[src/sv/sapld_pkg.sv]
// Shared types, character codes and the nibble alphabet lookup for the
// six-axis puck line decoder. No dependencies.
package sapld_pkg;

  localparam int unsigned NibPos = 24;  // highest line position ever decoded
  localparam int unsigned NumAxes = 6;

  localparam logic [7:0] CR_BYTE = 8'h0D;
  localparam logic [7:0] CH_KEYS = 8'h6B;  // 'k'
  localparam logic [7:0] CH_MODE = 8'h6D;  // 'm'
  localparam logic [7:0] CH_MOTION = 8'h64;  // 'd'
  localparam logic [7:0] CH_ZRAD = 8'h6E;  // 'n'
  localparam logic [7:0] CH_SENS = 8'h71;  // 'q'
  localparam logic [7:0] CH_ZERO = 8'h7A;  // 'z'
  localparam logic [7:0] CH_VER = 8'h76;  // 'v'
  localparam logic [7:0] CH_ERR = 8'h65;  // 'e'

  typedef enum logic [3:0] {
    KIND_KEYS    = 4'd0,
    KIND_MODE    = 4'd1,
    KIND_MOTION  = 4'd2,
    KIND_ZRAD    = 4'd3,
    KIND_SENS    = 4'd4,
    KIND_ZEROING = 4'd5,
    KIND_VERSION = 4'd6,
    KIND_ERROR   = 4'd7,
    KIND_UNKNOWN = 4'd8
  } kind_e;

  // Stored line as seen by the decoder
  typedef struct packed {
    logic [7:0]               first;
    logic [NibPos:1][3:0]     nib;
    logic [NibPos:1]          bad;    // outside alphabet or past line end
    logic                     empty;
    logic                     ovf;
  } line_t;

  typedef struct packed {
    kind_e                     kind;
    logic [NumAxes-1:0][15:0]  axis;
    logic [11:0]               mask;
    logic [3:0]                n1;
    logic [3:0]                n2;
    logic                      bad;
    logic                      ovf;
  } result_t;

  // Returns {bad, nibble}
  function automatic logic [4:0] nib_decode(logic [7:0] b);
    logic [4:0] r;
    case (b)
      8'h30:   r = {1'b0, 4'd0};
      8'h41:   r = {1'b0, 4'd1};
      8'h42:   r = {1'b0, 4'd2};
      8'h33:   r = {1'b0, 4'd3};
      8'h44:   r = {1'b0, 4'd4};
      8'h35:   r = {1'b0, 4'd5};
      8'h36:   r = {1'b0, 4'd6};
      8'h47:   r = {1'b0, 4'd7};
      8'h48:   r = {1'b0, 4'd8};
      8'h39:   r = {1'b0, 4'd9};
      8'h3A:   r = {1'b0, 4'd10};
      8'h4B:   r = {1'b0, 4'd11};
      8'h3C:   r = {1'b0, 4'd12};
      8'h4D:   r = {1'b0, 4'd13};
      8'h4E:   r = {1'b0, 4'd14};
      8'h3F:   r = {1'b0, 4'd15};
      default: r = {1'b1, 4'd0};
    endcase
    return r;
  endfunction

endpackage

[src/sv/sapld_line_store.sv]
// Line store: first byte, pre-decoded nibbles of the decodable positions,
// fill count and drop flag. Depends on sapld_pkg.
module sapld_line_store #(
  parameter int unsigned LINE_BYTES = 32
) (
  input  logic                 clk_i,
  input  logic                 rst_ni,
  input  logic                 wr_en_i,
  input  logic [7:0]           wr_byte_i,
  input  logic                 clr_i,
  output sapld_pkg::line_t     line_o
);
  import sapld_pkg::*;

  localparam int unsigned CntW = $clog2(LINE_BYTES + 1);

  logic [CntW-1:0]        fill_q, fill_d;
  logic                   ovf_q, ovf_d;
  logic [7:0]             first_q;
  logic [NibPos:1][3:0]   nib_q;
  logic [NibPos:1]        nbad_q;
  logic [4:0]             dec;
  logic                   room;

  assign dec  = nib_decode(wr_byte_i);
  assign room = fill_q < CntW'(LINE_BYTES);

  always_comb begin
    fill_d = fill_q;
    ovf_d  = ovf_q;
    if (clr_i) begin
      fill_d = '0;
      ovf_d  = 1'b0;
    end else if (wr_en_i) begin
      if (room) begin
        fill_d = fill_q + CntW'(1);
      end else begin
        ovf_d = 1'b1;
      end
    end
  end

  always_ff @(posedge clk_i or negedge rst_ni) begin
    if (!rst_ni) begin
      fill_q <= '0;
      ovf_q  <= 1'b0;
    end else begin
      fill_q <= fill_d;
      ovf_q  <= ovf_d;
    end
  end

  // Payload: each slot is written only when the fill count points at it
  always_ff @(posedge clk_i) begin
    if (wr_en_i && !clr_i && room) begin
      if (fill_q == '0) begin
        first_q <= wr_byte_i;
      end
      for (int p = 1; p <= NibPos; p++) begin
        if (fill_q == CntW'(p)) begin
          nib_q[p]  <= dec[3:0];
          nbad_q[p] <= dec[4];
        end
      end
    end
  end

  always_comb begin
    line_o.first = first_q;
    line_o.empty = (fill_q == '0);
    line_o.ovf   = ovf_q;
    for (int p = 1; p <= NibPos; p++) begin
      // past the line end reads as nibble 0, flagged
      if (CntW'(p) < fill_q) begin
        line_o.nib[p] = nib_q[p];
        line_o.bad[p] = nbad_q[p];
      end else begin
        line_o.nib[p] = 4'd0;
        line_o.bad[p] = 1'b1;
      end
    end
  end

endmodule

[src/sv/sapld_decode.sv]
// Line decoder: turns the stored line into one result by its first
// character. Pure logic. Depends on sapld_pkg.
module sapld_decode (
  input  sapld_pkg::line_t   line_i,
  output sapld_pkg::result_t res_o
);
  import sapld_pkg::*;

  always_comb begin
    res_o      = '0;
    res_o.kind = KIND_UNKNOWN;
    res_o.ovf  = line_i.ovf;
    if (!line_i.empty) begin
      case (line_i.first)
        CH_KEYS: begin
          res_o.kind = KIND_KEYS;
          res_o.mask = {line_i.nib[3], line_i.nib[2], line_i.nib[1]};
          res_o.bad  = |line_i.bad[3:1];
        end
        CH_MODE: begin
          res_o.kind = KIND_MODE;
          res_o.n1   = {1'b0, line_i.nib[1][2:0]};
          res_o.bad  = line_i.bad[1];
        end
        CH_MOTION: begin
          res_o.kind = KIND_MOTION;
          // subtracting the 32768 bias flips the top bit
          for (int a = 0; a < NumAxes; a++) begin
            res_o.axis[a] = {~line_i.nib[4*a+1][3], line_i.nib[4*a+1][2:0],
                             line_i.nib[4*a+2], line_i.nib[4*a+3], line_i.nib[4*a+4]};
          end
          res_o.bad  = |line_i.bad;
        end
        CH_ZRAD: begin
          res_o.kind = KIND_ZRAD;
          res_o.n1   = line_i.nib[1];
          res_o.bad  = line_i.bad[1];
        end
        CH_SENS: begin
          res_o.kind = KIND_SENS;
          res_o.n1   = line_i.nib[1];
          res_o.n2   = line_i.nib[2];
          res_o.bad  = |line_i.bad[2:1];
        end
        CH_ZERO:  res_o.kind = KIND_ZEROING;
        CH_VER:   res_o.kind = KIND_VERSION;
        CH_ERR:   res_o.kind = KIND_ERROR;
        default:  res_o.kind = KIND_UNKNOWN;
      endcase
    end
  end

endmodule

[src/sv/six_axis_puck_line_decoder_unit.sv]
// Top level of the six-axis puck line decoder: input register, line store,
// decoder and result register. Depends on sapld_pkg, sapld_line_store, sapld_decode.
//
// Usage:
//   Input channel (in_valid_i/in_ready_o, rx_byte_i) takes one received byte
//   per transfer. Bytes other than carriage return go into the line store;
//   a full store drops them and flags the line as overflowed.
//   A carriage return decodes the stored line and yields exactly one result
//   on the output channel (out_valid_o/out_ready_i), then empties the store.
//   Other bytes yield no result.
//   A carriage return passes from the input register through the decoder into
//   the result register. Throughput: one byte per cycle except during a stall,
//   set by the single input register feeding the store and the decoder.
//   Stall: while a result waits, ordinary bytes keep flowing into the store;
//   only a second carriage return is held in the input register, and then
//   in_ready_o drops until the waiting result is taken.
//   Reset empties the store, clears the drop flag and both valid flags.
module six_axis_puck_line_decoder_unit #(
  parameter int unsigned LINE_BYTES = 32
) (
  input  logic               clk_i,
  input  logic               rst_ni,
  input  logic               in_valid_i,
  output logic               in_ready_o,
  input  logic [7:0]         rx_byte_i,
  output logic               out_valid_o,
  input  logic               out_ready_i,
  output logic [3:0]         msg_kind_o,
  output logic signed [15:0] axis_x_o,
  output logic signed [15:0] axis_y_o,
  output logic signed [15:0] axis_z_o,
  output logic signed [15:0] rot_a_o,
  output logic signed [15:0] rot_b_o,
  output logic signed [15:0] rot_c_o,
  output logic [11:0]        button_mask_o,
  output logic [3:0]         first_nibble_o,
  output logic [3:0]         second_nibble_o,
  output logic               bad_char_o,
  output logic               overflowed_o
);
  import sapld_pkg::*;

  logic       s1_valid_q;
  logic [7:0] s1_byte_q;
  logic       s1_is_cr, s1_go;
  logic       out_valid_q;
  result_t    res_q, res_d;
  line_t      line;

  assign s1_is_cr   = (s1_byte_q == CR_BYTE);
  // a carriage return only waits when the result register is still occupied
  assign s1_go      = s1_valid_q && (!s1_is_cr || !out_valid_q || out_ready_i);
  assign in_ready_o = !s1_valid_q || s1_go;

  always_ff @(posedge clk_i or negedge rst_ni) begin
    if (!rst_ni) begin
      s1_valid_q <= 1'b0;
    end else if (in_ready_o) begin
      s1_valid_q <= in_valid_i;
    end
  end

  always_ff @(posedge clk_i) begin
    if (in_ready_o && in_valid_i) begin
      s1_byte_q <= rx_byte_i;
    end
  end

  sapld_line_store #(
    .LINE_BYTES(LINE_BYTES)
  ) u_store (
    .clk_i     (clk_i),
    .rst_ni    (rst_ni),
    .wr_en_i   (s1_go && !s1_is_cr),
    .wr_byte_i (s1_byte_q),
    .clr_i     (s1_go && s1_is_cr),
    .line_o    (line)
  );

  sapld_decode u_decode (
    .line_i (line),
    .res_o  (res_d)
  );

  always_ff @(posedge clk_i or negedge rst_ni) begin
    if (!rst_ni) begin
      out_valid_q <= 1'b0;
    end else if (s1_go && s1_is_cr) begin
      out_valid_q <= 1'b1;
    end else if (out_ready_i) begin
      out_valid_q <= 1'b0;
    end
  end

  always_ff @(posedge clk_i) begin
    if (s1_go && s1_is_cr) begin
      res_q <= res_d;
    end
  end

  assign out_valid_o     = out_valid_q;
  assign msg_kind_o      = res_q.kind;
  assign axis_x_o        = res_q.axis[0];
  assign axis_y_o        = res_q.axis[1];
  assign axis_z_o        = res_q.axis[2];
  assign rot_a_o         = res_q.axis[3];
  assign rot_b_o         = res_q.axis[4];
  assign rot_c_o         = res_q.axis[5];
  assign button_mask_o   = res_q.mask;
  assign first_nibble_o  = res_q.n1;
  assign second_nibble_o = res_q.n2;
  assign bad_char_o      = res_q.bad;
  assign overflowed_o    = res_q.ovf;

  a_stall_cause: assert property (@(posedge clk_i) disable iff (!rst_ni)
    !in_ready_o |-> (s1_valid_q && s1_is_cr && out_valid_q && !out_ready_i))
    else $error("input stalled without a blocked carriage return");

  a_result_loaded: assert property (@(posedge clk_i) disable iff (!rst_ni)
    (s1_go && s1_is_cr) |=> out_valid_q)
    else $error("carriage return transfer did not produce a result");

  a_store_emptied: assert property (@(posedge clk_i) disable iff (!rst_ni)
    (s1_go && s1_is_cr) |=> (line.empty && !line.ovf))
    else $error("line store not emptied after decode");

  a_no_overwrite: assert property (@(posedge clk_i) disable iff (!rst_ni)
    (out_valid_q && !out_ready_i) |-> !(s1_go && s1_is_cr))
    else $error("waiting result overwritten");

endmodule

[config.mk]
export PLATFORM = sky130hd
export DESIGN_NAME = six_axis_puck_line_decoder_unit
export DESIGN_NICKNAME = d
export VERILOG_FILES = /design/src/sv/sapld_pkg.sv /design/src/sv/sapld_line_store.sv /design/src/sv/sapld_decode.sv /design/src/sv/six_axis_puck_line_decoder_unit.sv
export SDC_FILE = /design/constraint.sdc
export NUM_CORES = 1
export LEC_CHECK = 0
export ABC_AREA = 1
export ABC_CLOCK_PERIOD_IN_PS = 4500
export CORE_AREA = 2 2 163 165
export DETAILED_ROUTE_END_ITERATION = 10
export DIE_AREA = 0 0 165 167
export DONT_BUFFER_PORTS = 1
export PLACE_DENSITY = 0.55
export SYNTH_ARGS = -nofsm -noshare
export SYNTH_HDL_FRONTEND = slang
export SYNTH_HIERARCHICAL = 1
export SYNTH_SLANG_ARGS = --single-unit
export TNS_END_PERCENT = 5
[constraint.sdc]
create_clock -name clk_i -period 4.5 [get_ports clk_i]
set_input_delay 0.675 -clock clk_i [delete_from_list [all_inputs] [get_ports clk_i]]
set_output_delay 0.675 -clock clk_i [all_outputs]
set_load 0.01 [all_outputs]
==> impl_metrics.ini <==
[synth]
synth_common_cells = 258 x edfxtp_1, 237 x inv_1, 211 x nor2_1, 141 x nand2_1, 46 x nor2_4
synth_top_area_share = 0.673
synth_edf_count = 258
syn_avg_cell_area_sq_um = 11.2
synthFlopType = edfxtp_1
seq_area_frac_synth = 0.692
synthDistinctLibCells = 31
yosysWarnings = 6
yosysMostFrequentCell = edfxtp_1
syn_nets = 1044
synth_area_leaders = edfxtp_1 67%, inv_1 7.7%, nor2_1 6.9%
syn-instance-count = 1027
ys_ff_latch = 267
yosys.area.top_type = edfxtp_1
async_flop_share = 0.0337
syn_area_sq_um = 11500

[pwr]
p_leak_uw = 0.00521
clkPwrFrac = 0.435
p_per_area_nw_per_um2 = 440
pwr-share-comb = 0.070
swShare = 0.231
p_int_uw = 4350
seq_power_share = 0.495
p_switching_uw = 1310
ir_drop_uv = 275

[floorplan]
core_area_sq_um = 25800
dieArea_sq_um = 27600
ioPinCount = 136
row_count = 59
start_util = 0.447
fp.dieW_um = 165
die_h_um = 167

[routing]
drtIter0Drc = 520
drc = 0
drt_first_pass_iters = 4
drt_wl_total_um = 22100
antenna_left = 0
wire_per_inst_um = 15.7
post_drt_via_cell_ratio = 4.61
vias = 6473

[grt]
grt_pass1_vias = 6489
met1_usage = 0.219
antenna_found_initial = 0
grt_pass1_wl_um = 35000
grt_max_degree = 66
track_usage = 0.163
met2_usage = 0.269
top_usage_layer = met2
gr-total-overflow = 0
grt_use_met3 = 0.0351

[final_layout]
num-nets-final = 1065
diodes = 0
fill_cells = 2284
drive_gt1_frac = 0.134
syn2layout_area_growth_pct = 11.8
stdcell_area_sq_um = 12900
seqCellArea_sq_um = 7970
multiInputGateArea_sq_um = 2470
final_util = 0.500

[clock_tree]
clock_latency_ps = 540
cts_resized = 0
clockBufferDepth = 3
clk_pin_slew_worst_paths_ps = 60
ctsRootBufferMaster = clkbuf_16
htree_num_levels = 1
cts_tree = done
cts.sinks = 267
cts_made_buffers = 28

[run_status]
status = complete, no violations

[critical_path]
ff2ff_path_depth = 9
critPathRequiredTime_ps = 4780
crit_type = flip-flop to flip-flop
start_kind = flip-flop
cp-end-kind = flip-flop
crit_arrival_ps = 3280
crit_path_max_fanout = 54
r2r_slack_ps = 1510

[sta]
report.final.slew_viol_count = 0
rsz0062_at_grt = no
finalCritPeriodShare = 0.665
post-route-min-period_ps = 2990
tightest_slew_ps = 1160
fin_setup_tns_ps = 0
clock_skew_ps = 15.8
maxSlewHeadroom = 0.226
hold_violations = 0
setup_viol = 0
hold_slack_ps = 241
fmax_ghz = 0.334

[placed_design]
dpl.hpwl_um = 14800
port-buffer-count = 0
placed_cell_area_sq_um = 11900
place.gp.congestion = 0.929

[min_path]
worstHoldPathCells = 0
hp-class = input pin to flip-flop

[flow_run]
max_cap_viol_count = 0
state kept, by name, summed over array words and instances, names as in the netlist:
signal	flops
rot_a_o	16
overflowed_o	1
rot_c_o	16
out_valid_o	1
button_mask_o	12
second_nibble_o	4
u_store/nib_q	96
s1_valid_q	1
axis_x_o	16
u_store/fill_q	6
bad_char_o	1
axis_z_o	16
first_nibble_o	4
axis_y_o	16
rot_b_o	16
msg_kind_o	4
u_store/ovf_q	1
s1_byte_q	8
u_store/nbad_q	24
u_store/first_q	8
power groups by stage:
stage | registers (uW) | logic [uW] | clock network (uW)
5_1_grt | 2810 | 444 | 2620
3_3_place_gp | 2860 | 395 | 0
4_1_cts | 2800 | 396 | 2510
2_1_floorplan | 2830 | 294 | 0
3_5_place_dp | 2860 | 391 | 0
6_report | 2800 | 397 | 2460
layout by cell type (no fill, tap or decap), drive strengths merged:
cell type,n
or2,19
clkbuf,31
edfxtp,258
o22ai,1
clkinv,7
nand3b,2
bufinv,6
and2,1
ha,5
nand2,146
buf,7
a21oi,4
a31oi,1
inv,249
nand4,3
dfrtp,9
o21ai,21
clkinvlp,5
dlygate4sd3,1
nand3,12
nor2,260
nor3,21
metal layers:
layer,vias up,share of wire
met3,31,0.059
met4,0,0.016
met1,3049,0.45
li1,3238,-
met2,155,0.48
met5,-,0
critical path, cell delays in order (launching register included):
cell,delay (ps)
dfrtp_1,510
inv_1,200
ha_1,330
nand2_1,130
nor2_1,100
buf_4,230
nor2_2,90
inv_4,590
buf_4,470
nor2_4,40
stage by stage:
| step | instances | setup slack [ps] | power (uW) |
|---|---|---|---|
| after detailed placement | 1352 | 1500 | 3250 |
| after floorplan | 1027 | 184 | 3130 |
| after global routing | 1404 | 1300 | 5870 |
| final | 1404 | 1510 | 5660 |
| after CTS | 1404 | 1490 | 5710 |
| after global placement | 1352 | 1510 | 3250 |
path summary, 6_finish.rpt:
kind	startpoint	to
worst max-delay path	u_store/fill_q[1]	rot_c_o[14]
worst min-delay path	rx_byte_i[5]	s1_byte_q[5]
worst max register to register	u_store/fill_q[1]	rot_c_o[14]
worst min register to register	u_store/ovf_q	overflowed_o
max in group asynchronous	rst_ni	out_valid_o
min in group asynchronous	rst_ni	u_store/fill_q[0]
logic make-up after synthesis:
group	Yosys count	share of synthesized area
AOI/OAI and AO/OA	27	0.0155
DFF	267	0.692
and+or+nand+nor	464	0.194
buffers and inverters	264	0.0931
adders and majority gates	5	0.00543
repair_timing:
action | CTS | global route
endpoints found under the hold margin | 9 | 0
hold buffers | 1 | 0
endpoints found under the setup margin | 0 | 0
setup buffers | 0 | 0
layout make-up:
class / instances / share of cell area
Timing Repair Buffer: 8 / 0.00583
Sequential cell: 267 / 0.619
Tap cell: 335 / 0.0325
Clock buffer: 31 / 0.0569
Clock inverter: 20 / 0.0208
Inverter: 247 / 0.0730
Multi-Input combinational cell: 496 / 0.192
No activity file was read; power rests on OpenSTA's default activity.
